===== src/csa_pkg.sv =====
// Package for the causal attention block: sizes, fixed-point widths,
// controller/datapath command and status structs, exp2 table.
// No dependencies.
`default_nettype none
package csa_pkg;

  localparam int MAX_SEQ      = 256;
  localparam int MAX_HEAD_DIM = 64;

  localparam int SEQ_W  = $clog2(MAX_SEQ);
  localparam int ROW_W  = $clog2(MAX_SEQ + 1);
  localparam int DIM_W  = $clog2(MAX_HEAD_DIM);
  localparam int HD_W   = 7;
  localparam int DATA_W = 16;
  localparam int SCL_W  = 16;
  localparam int KA_W   = SEQ_W + DIM_W;

  // dot product, Q14.24, grown over the row
  localparam int DOT_W   = 2 * DATA_W + DIM_W;
  localparam int LO_W    = DOT_W / 2;
  localparam int PHI_W   = DOT_W - LO_W + SCL_W + 1;
  localparam int PLO_W   = LO_W + SCL_W;
  localparam int FULL_W  = DOT_W + SCL_W + 1;
  localparam int SCORE_W = DOT_W + SCL_W - 28;

  localparam int E_W     = 17;
  localparam int Y_W     = SCORE_W + E_W - 12;
  localparam int SUM_W   = E_W + SEQ_W;
  localparam int RECIP_W = 33;
  localparam int W_W     = 18;
  localparam int PROD_W  = W_W + 1 + DATA_W;
  localparam int ACC_W   = 48;

  localparam logic [E_W-1:0] LOG2E_Q16 = 17'd94548;

  typedef struct packed {
    logic             in_we;
    logic             in_store;
    logic [SEQ_W-1:0] in_row;
    logic [DIM_W-1:0] in_dim;
    logic [SEQ_W-1:0] j;
    logic [DIM_W-1:0] k;
    logic             first;
    logic             last;
    logic             ovf;
    logic             sc_issue;
    logic             sc_lo;
    logic             sc_hi;
    logic             sc_fin;
    logic             ex_x;
    logic             ex_y;
    logic             ex_m;
    logic             ex_e;
    logic             div_start;
    logic             ac_w;
    logic             ac_issue;
    logic             out_ld;
    logic [SCL_W-1:0] scale;
  } cmd_t;

  typedef struct packed {
    logic dot_done;
    logic div_done;
    logic ac_busy;
  } sts_t;

  // 2^(-i/16) in Q1.16
  function automatic logic [E_W-1:0] pow2_tab(input logic [4:0] i);
    logic [E_W-1:0] r;
    case (i)
      5'd0:    r = 17'd65536;
      5'd1:    r = 17'd62757;
      5'd2:    r = 17'd60096;
      5'd3:    r = 17'd57548;
      5'd4:    r = 17'd55109;
      5'd5:    r = 17'd52772;
      5'd6:    r = 17'd50535;
      5'd7:    r = 17'd48393;
      5'd8:    r = 17'd46341;
      5'd9:    r = 17'd44376;
      5'd10:   r = 17'd42495;
      5'd11:   r = 17'd40693;
      5'd12:   r = 17'd38968;
      5'd13:   r = 17'd37316;
      5'd14:   r = 17'd35734;
      5'd15:   r = 17'd34219;
      5'd16:   r = 17'd32768;
      default: r = 17'd32768;
    endcase
    return r;
  endfunction

endpackage
`default_nettype wire


===== src/csa_ctrl.sv =====
// Attention controller: configuration registers, row/dim position,
// sequencing of score, exp, reciprocal, accumulate and output passes.
// Depends on csa_pkg.
`default_nettype none
module csa_ctrl import csa_pkg::*; (
  input  wire logic              clk_i,
  input  wire logic              rst_ni,
  input  wire logic              cfg_we_i,
  input  wire logic              cfg_idx_i,
  input  wire logic [SCL_W-1:0]  cfg_data_i,
  input  wire logic              in_valid_i,
  input  wire logic              in_first_i,
  output logic                   in_ready_o,
  output logic                   out_valid_o,
  input  wire logic              out_ready_i,
  output cmd_t                   cmd_o,
  input  wire sts_t              sts_i
);

  typedef enum logic [19:0] {
    S_IDLE     = 20'h00001,
    S_SC_ISSUE = 20'h00002,
    S_SC_WAIT  = 20'h00004,
    S_SC_LO    = 20'h00008,
    S_SC_HI    = 20'h00010,
    S_SC_FIN   = 20'h00020,
    S_EX_RD    = 20'h00040,
    S_EX_X     = 20'h00080,
    S_EX_Y     = 20'h00100,
    S_EX_M     = 20'h00200,
    S_EX_E     = 20'h00400,
    S_DIV_GO   = 20'h00800,
    S_DIV_WAIT = 20'h01000,
    S_AC_RD    = 20'h02000,
    S_AC_W     = 20'h04000,
    S_AC_ISSUE = 20'h08000,
    S_AC_WAIT  = 20'h10000,
    S_OUT_RD   = 20'h20000,
    S_OUT_LD   = 20'h40000,
    S_OUT_WAIT = 20'h80000
  } state_e;

  localparam logic CFG_HEAD_DIM = 1'b0;
  localparam logic CFG_SCALE    = 1'b1;

  state_e st_q, st_d;
  logic [HD_W-1:0]  hd_q, hd_eff;
  logic [SCL_W-1:0] scale_q;
  logic [ROW_W-1:0] row_q, row_d, row_eff;
  logic [DIM_W-1:0] dim_q, dim_d, dim_eff;
  logic [SEQ_W-1:0] t_q, t_d, j_q, j_d;
  logic [DIM_W-1:0] k_q, k_d;
  logic             ovf_q, ovf_d;
  logic             in_fire, last_k, last_j;

  assign hd_eff = (hd_q == '0) ? HD_W'(1) :
                  (hd_q > HD_W'(MAX_HEAD_DIM)) ? HD_W'(MAX_HEAD_DIM) : hd_q;
  assign in_ready_o  = (st_q == S_IDLE);
  assign out_valid_o = (st_q == S_OUT_WAIT);
  assign in_fire     = in_valid_i && in_ready_o;
  assign row_eff     = in_first_i ? '0 : row_q;
  assign dim_eff     = in_first_i ? '0 : dim_q;
  assign last_k      = (HD_W'(k_q) + HD_W'(1)) == hd_eff;
  assign last_j      = (j_q == t_q);

  always_comb begin
    st_d  = st_q;
    row_d = row_q;
    dim_d = dim_q;
    t_d   = t_q;
    j_d   = j_q;
    k_d   = k_q;
    ovf_d = ovf_q;
    cmd_o = '0;
    cmd_o.in_row   = row_eff[SEQ_W-1:0];
    cmd_o.in_dim   = dim_eff;
    cmd_o.in_store = row_eff < ROW_W'(MAX_SEQ);
    cmd_o.j        = j_q;
    cmd_o.k        = k_q;
    cmd_o.ovf      = ovf_q;
    cmd_o.last     = last_k;
    cmd_o.scale    = scale_q;
    case (st_q)
      S_IDLE: begin
        if (in_fire) begin
          cmd_o.in_we = 1'b1;
          row_d = row_eff;
          if ((HD_W'(dim_eff) + HD_W'(1)) < hd_eff) begin
            dim_d = dim_eff + DIM_W'(1);
          end else begin
            dim_d = '0;
            j_d   = '0;
            k_d   = '0;
            if (row_eff >= ROW_W'(MAX_SEQ)) begin
              ovf_d = 1'b1;
              st_d  = S_OUT_RD;
            end else begin
              ovf_d = 1'b0;
              t_d   = row_eff[SEQ_W-1:0];
              row_d = row_eff + ROW_W'(1);
              st_d  = S_SC_ISSUE;
            end
          end
        end
      end
      S_SC_ISSUE: begin
        cmd_o.sc_issue = 1'b1;
        cmd_o.first    = (k_q == '0);
        if (last_k) begin
          k_d  = '0;
          st_d = S_SC_WAIT;
        end else begin
          k_d = k_q + DIM_W'(1);
        end
      end
      S_SC_WAIT: if (sts_i.dot_done) st_d = S_SC_LO;
      S_SC_LO: begin
        cmd_o.sc_lo = 1'b1;
        st_d = S_SC_HI;
      end
      S_SC_HI: begin
        cmd_o.sc_hi = 1'b1;
        st_d = S_SC_FIN;
      end
      S_SC_FIN: begin
        cmd_o.sc_fin = 1'b1;
        cmd_o.first  = (j_q == '0);
        if (last_j) begin
          j_d  = '0;
          st_d = S_EX_RD;
        end else begin
          j_d  = j_q + SEQ_W'(1);
          st_d = S_SC_ISSUE;
        end
      end
      S_EX_RD: st_d = S_EX_X;
      S_EX_X: begin
        cmd_o.ex_x = 1'b1;
        st_d = S_EX_Y;
      end
      S_EX_Y: begin
        cmd_o.ex_y = 1'b1;
        st_d = S_EX_M;
      end
      S_EX_M: begin
        cmd_o.ex_m = 1'b1;
        st_d = S_EX_E;
      end
      S_EX_E: begin
        cmd_o.ex_e  = 1'b1;
        cmd_o.first = (j_q == '0);
        if (last_j) begin
          j_d  = '0;
          st_d = S_DIV_GO;
        end else begin
          j_d  = j_q + SEQ_W'(1);
          st_d = S_EX_RD;
        end
      end
      S_DIV_GO: begin
        cmd_o.div_start = 1'b1;
        st_d = S_DIV_WAIT;
      end
      S_DIV_WAIT: if (sts_i.div_done) st_d = S_AC_RD;
      S_AC_RD: st_d = S_AC_W;
      S_AC_W: begin
        cmd_o.ac_w = 1'b1;
        st_d = S_AC_ISSUE;
      end
      S_AC_ISSUE: begin
        cmd_o.ac_issue = 1'b1;
        cmd_o.first    = (j_q == '0);
        if (last_k) begin
          k_d  = '0;
          st_d = S_AC_WAIT;
        end else begin
          k_d = k_q + DIM_W'(1);
        end
      end
      S_AC_WAIT: begin
        // hold until the last accumulator write has landed
        if (!sts_i.ac_busy) begin
          if (last_j) begin
            st_d = S_OUT_RD;
          end else begin
            j_d  = j_q + SEQ_W'(1);
            st_d = S_AC_RD;
          end
        end
      end
      S_OUT_RD: st_d = S_OUT_LD;
      S_OUT_LD: begin
        cmd_o.out_ld = 1'b1;
        st_d = S_OUT_WAIT;
      end
      S_OUT_WAIT: begin
        if (out_ready_i) begin
          if (last_k) begin
            k_d  = '0;
            st_d = S_IDLE;
          end else begin
            k_d  = k_q + DIM_W'(1);
            st_d = S_OUT_RD;
          end
        end
      end
      default: st_d = S_IDLE;
    endcase
  end

  always_ff @(posedge clk_i or negedge rst_ni) begin
    if (!rst_ni) begin
      st_q    <= S_IDLE;
      hd_q    <= HD_W'(MAX_HEAD_DIM);
      scale_q <= 16'd8192;
      row_q   <= '0;
      dim_q   <= '0;
      t_q     <= '0;
      j_q     <= '0;
      k_q     <= '0;
      ovf_q   <= 1'b0;
    end else begin
      st_q  <= st_d;
      row_q <= row_d;
      dim_q <= dim_d;
      t_q   <= t_d;
      j_q   <= j_d;
      k_q   <= k_d;
      ovf_q <= ovf_d;
      if (cfg_we_i) begin
        case (cfg_idx_i)
          CFG_HEAD_DIM: hd_q    <= cfg_data_i[HD_W-1:0];
          CFG_SCALE:    scale_q <= cfg_data_i;
          default:      ;
        endcase
      end
    end
  end

endmodule
`default_nettype wire


===== config.mk =====
export PLATFORM = sky130hd
export DESIGN_NAME = csa_ctrl
export DESIGN_NICKNAME = d
export VERILOG_FILES = /design/src/csa_pkg.sv /design/src/csa_ctrl.sv
export SDC_FILE = /design/constraint.sdc
export NUM_CORES = 1
export LEC_CHECK = 0
export BUFFER_PORTS_ARGS = -buffer_cell sky130_fd_sc_hd__buf_2
export CAP_MARGIN = 20
export CELL_PAD_IN_SITES_DETAIL_PLACEMENT = 1
export CELL_PAD_IN_SITES_GLOBAL_PLACEMENT = 2
export CORE_MARGIN = 5
export CORE_UTILIZATION = 35
export DETAILED_ROUTE_END_ITERATION = 8
export PLACE_DENSITY_LB_ADDON = 0.12
export SLEW_MARGIN = 10
export SYNTH_ARGS = -nofsm -noshare
export SYNTH_HDL_FRONTEND = slang
export SYNTH_SLANG_ARGS = --single-unit

===== constraint.sdc =====
create_clock -name clk_i -period 3.2 [get_ports clk_i]
set_input_delay 0.32 -clock clk_i [delete_from_list [all_inputs] [get_ports clk_i]]
set_output_delay 0.32 -clock clk_i [all_outputs]
set_load 0.02 [all_outputs]

After elaboration in Yosys (flattened, before gate mapping)
Cells that the tools add are included.

storage, ports and cells
  register bits after elaboration = 81
  word-level logic and storage cells = 118
  input bits = 26

cells by class
  reductions and logical operators = 17
  multiplexer cells = 48
  $add $sub $neg = 6
  equality and inequality tests = 31
  bitwise logic cells = 3
  $lt $le $gt $ge = 4

operators with widths
  operator              number
  $pmux 20 s20          1
  $mux 20               8
  $mux 18               3
  $mux 8                5
  $mux 6                6
  $mux 9                3
  $pmux 8 s3            1
  $mux 7                3
  $eq 20x1->1 const B   1
  $eq 20x10->1 const B  1
  $eq 20x11->1 const B  1
  $eq 20x12->1 const B  1
  $eq 20x13->1 const B  1
  $eq 20x14->1 const B  1
  $eq 20x15->1 const B  1
  $eq 20x16->1 const B  1
  $eq 20x17->1 const B  1
  $eq 20x18->1 const B  1
  $eq 20x19->1 const B  1
  $eq 20x2->1 const B   1
  $eq 20x20->1 const B  1
  $eq 20x3->1 const B   1
  $eq 20x4->1 const B   1
  $eq 20x5->1 const B   1
  33 further kinds      63

Longest topological paths before layout
Gate-level depths: netlist of the first run.

  depth after elaboration = 7
  mapped depth = 16
  mapped depth without buffers = 13

Worst setup path before layout of the first run
No wires, ideal clock.

  path type = input port to flip-flop
  from = input port in_first_i
  to = register row_q[5]
  stages = 15
  path slack = -0.204 ns
  library setup time = 0.124 ns
  required time = 3.076 ns
  arrival = 3.281 ns
  path buffers = 2
  path through = clkbuf_1 -> clkbuf_1 -> nor2b_1 -> ha_1 -> nand3_1 -> xor2_1 -> nor2_1 -> ha_1 -> a21oi_1 -> o21ai_0 -> a21oi_1 -> or3_4 -> or4_1 -> nand3_1 -> o21ai_1

RTL lines
  what                    RTL line         text
  start: declaration      csa_ctrl.sv:12   input wire logic in_first_i,
  end signal: assignment  csa_ctrl.sv:224  row_q <= row_d;
  end: declaration        csa_ctrl.sv:49   logic [ROW_W-1:0] row_q, row_d, row_eff;

Final worst setup path of the first run
  from = register dim_q[0]
  to = register row_q[5]

between the ends
  longest elaborated chain between the ends = 4

ends and longest elaborated chain
  what                      RTL line         text
  start: declaration        csa_ctrl.sv:50   logic [DIM_W-1:0] dim_q, dim_d, dim_eff;
  start signal: assignment  csa_ctrl.sv:225  dim_q <= dim_d;
  $mux 6                    csa_ctrl.sv:62   assign dim_eff = in_first_i ? '0 : dim_q;
  $add 6x1->7               csa_ctrl.sv:88   if ((HD_W'(dim_eff) + HD_W'(1)) < hd_eff) begin
  $lt 7x7->1                csa_ctrl.sv:88
  $mux 9                    csa_ctrl.sv:88

No other way between the ends.
A chain may end at the register's enable or synchronous reset.

==> results of run 1 <==
==> final timing paths <==
check,from,to,slack (ps),cells after the start
max,dim_q[0],row_q[5],220,12
min,rst_ni,t_q[4],-10,1
max reg2reg,dim_q[0],row_q[5],220,12
min reg2reg,scale_q[0],scale_q[0],500,1
max in group asynchronous,rst_ni,st_q[0],2520,2
min in group clk_i,cfg_data_i[9],scale_q[9],200,2
==> power by group through the flow <==
| stage | clock network, mW | registers (mW) | logic [mW] |
|---|---|---|---|
| 4_1_cts | 1.28 | 1.29 | 1.34 |
| 6_report | 1.24 | 1.28 | 1.32 |
| 2_1_floorplan | 0 | 1.33 | 0.885 |
| 3_3_place_gp | 0 | 1.29 | 1.31 |
| 5_1_grt | 1.33 | 1.30 | 1.47 |
| 3_5_place_dp | 0 | 1.30 | 1.34 |
==> through the flow <==
step | cells | utilization (%) | hold WS, ps
6_report | 748 | 43.9 | -12.9
5_1_grt | 748 | 43.9 | 27.3
4_1_cts | 747 | 43.7 | 179
3_5_place_dp | 731 | 41.0 | 488
3_3_place_gp | 731 | 41.0 | 476
2_1_floorplan | 470 | - | 24.4
==> kinds of logic (layout without fill, tap and decap cells) <==
kind of cell	Yosys count	in the layout	synth area share, %
buffers and inverters	31	133	2.66
XOR/XNOR	28	28	5.43
multiplexers	31	31	7.26
adder cells (fa/ha/maj)	13	13	3.39
AND/OR/NAND/NOR	206	206	26.8
AO/OA/AOI/OAI	80	80	12.1
flip-flops	81	81	42.4
==> cell usage in the layout (no fill, tap or decap), drive strengths merged, types with 3 or more instances in the layout <==
cell type  synthesis  layout
buf                6      98
dfrtp             78      78
nand2             38      38
o21ai             36      36
mux2              30      30
nor2              28      28
nand3             20      20
inv               19      19
nor2b             19      19
xnor2             18      18
nand2b            15      15
nand4             14      14
ha                13      13
nor4              13      13
and3              12      12
clkbuf             6      12
xor2               9       9
a21oi              8       8
nor4bb             7       7
or2                6       6
nor3               6       6
nor3b              5       5
and2               5       5
or3                5       5
or4                4       4
a22o               4       4
a211oi             3       3
a21o               3       3
bufinv             0       3
dfstp              3       3
==> Yosys cell counts, drive strengths merged, types with 4 or more instances <==
cell type / count / area share, %
and2: 5 / 0.65
nand2: 38 / 3.0
mux2: 30 / 7.0
or3: 5 / 0.76
xor2: 9 / 1.6
or4: 4 / 0.63
clkbuf: 6 / 0.47
ha: 13 / 3.4
buf: 6 / 0.70
nor3: 6 / 0.63
nand4: 14 / 2.3
xnor2: 18 / 3.3
nand2b: 15 / 2.1
inv: 19 / 1.5
nor4: 13 / 3.7
or2: 6 / 0.78
and3: 12 / 1.6
nor2b: 19 / 2.5
a22o: 4 / 0.73
nand3: 20 / 2.1
nor2: 28 / 2.2
dfrtp: 78 / 41
a21oi: 8 / 0.84
nor4bb: 7 / 1.5
nor3b: 5 / 0.78
o21ai: 36 / 3.8
==> flip-flops by register name, summed over array words and instances (netlist names) <==
name	count
row_q	9
hd_q	7
dim_q	6
k_q	6
ovf_q	1
j_q	8
t_q	8
scale_q	16
st_q	20
==> layout make-up <==
| cell class | count | area (um2) | share of cell area (%) |
|---|---|---|---|
| Clock buffer | 12 | 256 | 4.38 |
| Clock inverter | 4 | 98.8 | 1.69 |
| Inverter | 19 | 71.3 | 1.22 |
| Multi-Input combinational cell | 358 | 2650 | 45.3 |
| Sequential cell | 81 | 2030 | 34.6 |
| Tap cell | 176 | 220 | 3.76 |
| Timing Repair Buffer | 98 | 531 | 9.05 |
==> layer usage <==
layer | GRT usage [%] | vias to the layer above
li1 | - | 1901
met3 | 5.34 | 12
met2 | 28.8 | 67
met1 | 21.5 | 1959
met4 | 4.61 | 0
met5 | 0 | -
==> impl_metrics.json, run 1 <==
{
  "cp_slowest_cell": "or4_1",
  "wl_met3_um": 583,
  "clk_latency_ps": 350,
  "fin_area_um2": 5860,
  "cts_resized": 0,
  "cts_htree_levels": 3,
  "ant_nets": 0,
  "max_freq_mhz": 335,
  "ir_worst_vdd_v": 0.000369,
  "die_y_um": 127,
  "rsz0062_at_grt": "false",
  "final.setup.worst_slack_ps": 219,
  "power.switching_mw": 1.36,
  "placed_area_um2": 5480,
  "routed_wirelength_um": 13200,
  "drv_cap": 0,
  "setup_viol": 0,
  "dr_total_vias": 3939,
  "clockPowerShare_pct": 32.2,
  "diodes": 0,
  "path_delay_family": "simple AND/OR/NAND/NOR gates",
  "numPortBuffers": 88,
  "p_leak_nw": 2.75,
  "die-area_um2": 16100,
  "drt_first_pass_iters": 5,
  "drc": 0,
  "place_congestion": 0.789,
  "finalSetupTns_ps": 0,
  "grt_max_degree": 82,
  "required_ps": 3440,
  "synth_area_per_cell_um2": 10.2,
  "crit_fanout": 3,
  "critPathArrivalTime_ps": 3220,
  "start_kind": "register",
  "ys_ff_latch": 81,
  "place_ws_ps": 86.1,
  "post_cts_buffers": 0,
  "clk_pin_slew_ps": 60,
  "synth_fp_nets": 509,
  "wl_per_cell_um": 17.7,
  "yosysUniqueCellTypes": 69,
  "async_flop_share_pct": 100,
  "dieWidth_um": 127,
  "ioPinCount": 89,
  "dp_hpwl_um": 9960,
  "violations": "hold timing",
  "syn_to_final_growth_pct": 22.3,
  "grt_use_total_pct": 17.2,
  "cellPowerDensity_nw_per_um2": 655,
  "drt_iter0_drc": 147,
  "combinationalPowerShare_pct": 34.3,
  "fin_worst_skew_ps": 10.8,
  "nets": 606,
  "syn_inst": 470,
  "internal_power_mw": 2.48,
  "clockBufferDepth": 2,
  "power.share.switching_pct": 35.5,
  "rows": 42,
  "critical_path_buf_inv_count": 0,
  "max_stage_delay_ps": 440,
  "core_area_um2": 13300,
  "fin_crit_ps": 2980,
  "grt_overflow": 0,
  "drive_above_1_share_pct": 30.8,
  "fin_crit_sh_pct": 93.1,
  "drt-vias-per-instance": 5.27,
  "grt_antenna_before_repair": 0,
  "hold_viol": 12,
  "syn_area_um2": 4790,
  "cts_hold_buffers": 0,
  "power.total_mw": 3.84,
  "hold_slack_ps": -12.9,
  "critPathKind": "register to register",
  "seq_power_share_pct": 33.4,
  "tightest_slew_ps": 657,
  "dr_wl_met2_um": 6540,
  "yosysSeqAreaShare_pct": 42.4,
  "ys_warn_count": 0,
  "grt_pass1_vias": 4329,
  "status": "complete, but fails checks",
  "cts-buffers-inserted": 9,
  "fillerInstances": 1524,
  "worst_setup_path_end_kind": "register",
  "crit_chain": "nor2b_1 -> ha_1 -> and3_1 -> and3_1 -> ha_1 -> nand4_1 -> a21oi_2 -> a21oi_1 -> or3_4 -> or4_1 -> nand3_1 -> o21ai_1",
  "slew_headroom_pct": 56.1,
  "grt_pass1_wl_um": 22200,
  "synth_flop_cell": "dfrtp_1",
  "hp-class": "input pin to async pin",
  "wl_met1_um": 5940,
  "cts_tree": "built",
  "drv_slew": 0,
  "start_util_pct": 35.9,
  "highest_layer": "met4",
  "synth_edf_count": 0,
  "cts_root_buf": "clkbuf_16",
  "cts_sinks": 81
}
No activity file was read; power rests on OpenSTA's default activity.
==> inputs of run 2 (changes only) <==
- CORE_UTILIZATION: 35 -> 36
- CTS_BUF_LIST: unset -> sky130_fd_sc_hd__clkbuf_8
==> run 2 against run 1 <==
  * The run now ends clean
  * Die area down 2.6%
  * Worst hold slack gained 47 ps
  * Clock skew grew 6.3 ps
  * Via count grew 0.28%
  * Largest cell class unchanged
  * Final area down 2.3%
  * Cell count is 0.40% higher
  * Routed wire length shrank 1.7%
  * Clock-buffer cell count decreased by 1
  * Critical endpoint is now cmd_o[29]
  * Highest routed layer is now met5
  * Combinational power hardly changed
  * Critical path type is now register to output port
  * Register-to-register slack better by 30 ps
==> impl_metrics.json, run 2 (synthesized netlist as in run 1, its figures left out) <==
{
  "crit_fanout": 6,
  "clk_pin_slew_ps": 100,
  "drt_first_pass_iters": 4,
  "dp_cells": 735,
  "dp_hpwl_um": 10000,
  "ant_nets": 0,
  "r2r_setup_slack_ps": 250,
  "max_stage_delay_ps": 440,
  "mostFrequentLayoutCells": "buf_2 (87), dfrtp_1 (78), nand2_1 (38)",
  "drt-vias-per-instance": 5.26,
  "critPathKind": "register to output port",
  "status": "finished clean",
  "hold_viol": 0,
  "rows": 42,
  "wl_per_cell_um": 17.3,
  "r2r_start": "dim_q[0]",
  "clk_latency_ps": 370,
  "largest_registers": "st_q: 20 flops, scale_q: 16 flops, row_q: 9 flops",
  "drc": 0,
  "cp_slowest_cell": "dfrtp_1",
  "reg2reg_to": "row_q[5]",
  "hp-class": "input pin to async pin",
  "nets": 609,
  "cts_tree": "built",
  "core_area_um2": 13100,
  "routed_wirelength_um": 13000,
  "die_y_um": 125,
  "fillerInstances": 1543,
  "grt_use_total_pct": 17.0,
  "dieWidth_um": 125,
  "syn_to_final_growth_pct": 19.5,
  "drt_iter0_drc": 192,
  "ioPinCount": 89,
  "die-area_um2": 15700,
  "layout_commonest_cell": "buf_2",
  "slew_headroom_pct": 45.1,
  "largest_reg_flops": 20,
  "tightest_slew_ps": 823,
  "p_leak_nw": 2.69,
  "start_util_pct": 36.5,
  "worst_setup_path_end_kind": "output port",
  "cts_hold_buffers": 0,
  "place_congestion": 0.794,
  "fin_worst_skew_ps": 17.1,
  "numPortBuffers": 88,
  "fin_crit_sh_pct": 92.5,
  "cts_htree_levels": 3,
  "required_ps": 2880,
  "drv_slew": 0,
  "fin_crit_ps": 2960,
  "cts_root_buf": "clkbuf_8",
  "rsz0062_at_grt": "false",
  "grt_overflow": 0,
  "diodes": 0,
  "grt_max_degree": 61,
  "max_freq_mhz": 338,
  "setup_viol": 0,
  "grt_antenna_before_repair": 1,
  "drv_cap": 0,
  "ir_worst_vdd_v": 0.000290,
  "cts_sinks": 81,
  "cellPowerDensity_nw_per_um2": 601,
  "grt_pass1_vias": 4286,
  "ff2ff_path_depth": 12,
  "start_kind": "register",
  "cts-buffers-inserted": 9,
  "critPathArrivalTime_ps": 2640,
  "regMostFlops": "st_q",
  "dr_total_vias": 3950,
  "stdcell_count": 751,
  "crit_chain": "ha_1 -> xnor2_1 -> a2111oi_2 -> mux2i_1 -> a2111oi_4 -> buf_4 -> buf_2",
  "drive_above_1_share_pct": 31.3,
  "clockBufferDepth": 2,
  "grt_pass1_wl_um": 21900,
  "finalSetupTns_ps": 0
}
## run 2: through the flow
stage / power, mW / worst slack (ps) / utilization [%] / cell area [um2] / hold WS, ps
2_1_floorplan: 2.21 / 107 / - / 4810 / 24.4
3_5_place_dp: 2.64 / 113 / 41.9 / 5510 / 473
5_1_grt: 3.67 / 1.50 / 43.6 / 5730 / 81.5
3_3_place_gp: 2.61 / 197 / 41.9 / 5510 / 473
4_1_cts: 3.48 / 170 / 43.5 / 5720 / 53.1
6_report: 3.44 / 241 / 43.6 / 5730 / 33.8
## run 2: metal layers
layer	vias up	GRT usage (%)	routed length (um)	share of wire, %
li1	1909	-	-	-
met1	1962	22.1	6040	46
met2	64	28.3	6300	49
met3	13	3.58	465	3.6
met4	2	5.29	171	1.3
met5	-	0	12	0.092
## run 2: area by class of cell
class	count	area [um2]	share of cell area (%)
Timing Repair Buffer	101	541	9.44
Inverter	19	71.3	1.25
Clock inverter	5	61.3	1.07
Multi-Input combinational cell	358	2650	46.3
Sequential cell	81	2030	35.5
Clock buffer	11	151	2.64
Tap cell	176	220	3.85
## run 2: critical path, delay by kind of cell (launching register included)
family | cells | cell delay [ps]
AO/OA/AOI/OAI | 2 | 750
flip-flops | 1 | 440
buffers and inverters | 2 | 380
adder cells (fa/ha/maj) | 1 | 310
XOR/XNOR | 1 | 220
multiplexers | 1 | 180
## run 2: how the worst max path moves through the flow
stage / slack, ps / end / from
3_3_place_gp: 200 / k_q[2] / in_first_i
6_report: 240 / cmd_o[29] / k_q[0]
2_1_floorplan: 110 / row_q[5] / in_first_i
4_1_cts: 170 / row_q[5] / dim_q[0]
5_1_grt: 1 / row_q[5] / dim_q[0]
3_5_place_dp: 110 / k_q[2] / in_first_i
## run 2: power by group
| part | internal [mW] | switching (mW) |
|---|---|---|
| Clock | 0.406 | 0.413 |
| Sequential | 1.15 | 0.134 |
| Combinational | 0.529 | 0.813 |
## run 2: timing repair
| action | CTS | global route |
|---|---|---|
| resized for setup | 0 | 3 |
| setup buffers | 0 | 0 |
| endpoints found under the setup margin | 0 | 7 |
==> inputs of run 3 (changes only) <==
- BUFFER_PORTS_ARGS: -buffer_cell sky130_fd_sc_hd__buf_2 -> unset
- CORE_UTILIZATION: 36 -> 42
- DONT_BUFFER_PORTS: unset -> 1
==> run 3 against run 2 <==
  * Cell count fell by 15%
  * Largest power group is now sequential cells
  * Critical path depth up 4
  * Sequential cell count stayed put
  * Global-route usage grew 2.2 points
  * Sequential power increased by 5%
  * Die area down 13%
  * Routed wire length decreased by 4.3%
  * Highest routed layer is now met4
  * Maximum frequency decreased by 0.43%
  * Critical path type is now register to register
  * Clock skew decreased by 4.9 ps
  * Clock power fell by 18%
  * Largest cell class unchanged
  * Sequential share of layout area is 3.0 points higher
==> impl_metrics.json, run 3 (synthesized netlist as in run 1, its figures left out) <==
{
  "crit_fanout": 6,
  "status": "finished clean",
  "r2r_setup_slack_ps": 230,
  "stdcell_count": 638,
  "die-area_um2": 13600,
  "cts_tree": "built",
  "fin_crit_ps": 2970,
  "rows": 39,
  "power.total_mw": 3.20,
  "fin_worst_skew_ps": 12.1,
  "placed_area_um2": 5070,
  "die_y_um": 117,
  "layout_commonest_cell": "dfrtp_1",
  "largest_reg_flops": 20,
  "drv_slew": 0,
  "ant_nets": 0,
  "clockBufferDepth": 2,
  "path_delay_family": "simple AND/OR/NAND/NOR gates",
  "worst_setup_path_end_kind": "register",
  "clk_latency_ps": 360,
  "max_freq_mhz": 337,
  "drc": 0,
  "finalSetupTns_ps": 0,
  "grt_antenna_before_repair": 0,
  "start_kind": "register",
  "grt_pass1_wl_um": 20500,
  "grt_pass1_vias": 3926,
  "clk_pin_slew_ps": 90,
  "largest_registers": "st_q: 20 flops, scale_q: 16 flops, row_q: 9 flops",
  "place_congestion": 0.820,
  "final.setup.worst_slack_ps": 228,
  "grt_overflow": 0,
  "ioPinCount": 89,
  "syn_to_final_growth_pct": 10.3,
  "dp_cells": 621,
  "start_util_pct": 42.3,
  "max_stage_delay_ps": 490,
  "crit_chain": "nor2b_1 -> ha_1 -> and3_1 -> and3_1 -> ha_1 -> nand4_1 -> a21oi_2 -> a21o_1 -> a21oi_1 -> or3_1 -> a211o_1",
  "drt_iter0_drc": 165,
  "mostFrequentLayoutCells": "dfrtp_1 (78), nand2_1 (38), mux2_2 (30)",
  "cp_num_cells": 11,
  "cts_htree_levels": 3,
  "slew_headroom_pct": 54.9,
  "critPathKind": "register to register",
  "nets": 530,
  "dr_total_vias": 3700,
  "tightest_slew_ps": 675,
  "hold_slack_ps": 40.0,
  "post_cts_buffers": 0,
  "cellPowerDensity_nw_per_um2": 605,
  "ff2ff_path_depth": 11,
  "drt-vias-per-instance": 5.80,
  "drive_above_1_share_pct": 19.6,
  "cts_root_buf": "clkbuf_8",
  "dp_hpwl_um": 9410,
  "critPathArrivalTime_ps": 3210,
  "cts-buffers-inserted": 9,
  "wl_per_cell_um": 19.5,
  "diodes": 0,
  "numPortBuffers": 0,
  "fin_crit_sh_pct": 92.9,
  "fin_util_pct": 46.7,
  "rsz0062_at_grt": "false",
  "required_ps": 3440,
  "setup_viol": 0,
  "drt_first_pass_iters": 4,
  "regMostFlops": "st_q",
  "hold_depth": 1,
  "hold_viol": 0,
  "fin_area_um2": 5290,
  "place_ws_ps": 167,
  "cts_sinks": 81,
  "grt_max_degree": 82,
  "cp_slowest_cell": "or3_1",
  "drv_cap": 0,
  "dieWidth_um": 117,
  "ir_worst_vdd_v": 0.000379,
  "routed_wirelength_um": 12400,
  "p_leak_nw": 2.32,
  "critical_path_buf_inv_count": 0,
  "grt_use_total_pct": 19.2,
  "core_area_um2": 11300,
  "hp-class": "input pin to register"
}
## run 3: worst paths after layout
path / startpoint / endpoint
worst max-delay path: dim_q[0] / k_q[2]
worst min-delay path: in_first_i / row_q[7]
worst max register to register: dim_q[0] / k_q[2]
worst min register to register: dim_q[0] / dim_q[0]
max in group asynchronous: rst_ni / scale_q[13]
min in group asynchronous: rst_ni / t_q[1]
## run 3: what timing repair did
item / 4_1_cts / 5_1_grt
resized for setup: 0 / 3
hold endpoints to repair: 81 / 0
hold buffers: 2 / 0
endpoints found under the setup margin: 0 / 4
## run 3: metal layers
layer	global-route usage [%]	wire, um	part of all wire (%)	vias to the layer above
li1	-	-	-	1751
met1	25.1	5440	44	1870
met2	31.8	6200	50	67
met3	4.06	641	5.2	12
met4	6.19	152	1.2	0
met5	0	0	0	-
## run 3: area by class of cell
| cell class | instances | area (um2) |
|---|---|---|
| sequential | 81 | 2030 |
| clock inverter | 5 | 27.5 |
| timing repair buffer | 22 | 188 |
| inverter | 19 | 71.3 |
| clock buffer | 10 | 138 |
| fill | 1275 | 6030 |
| multi-input combinational | 358 | 2650 |
| tap | 143 | 179 |
## run 3: power by group
| group | switching [mW] | leakage (nW) | internal, mW |
|---|---|---|---|
| Sequential | 0.194 | 1.07 | 1.15 |
| Clock | 0.377 | 0.0868 | 0.292 |
| Combinational | 0.721 | 1.16 | 0.468 |
| Total | 1.29 | 2.32 | 1.91 |
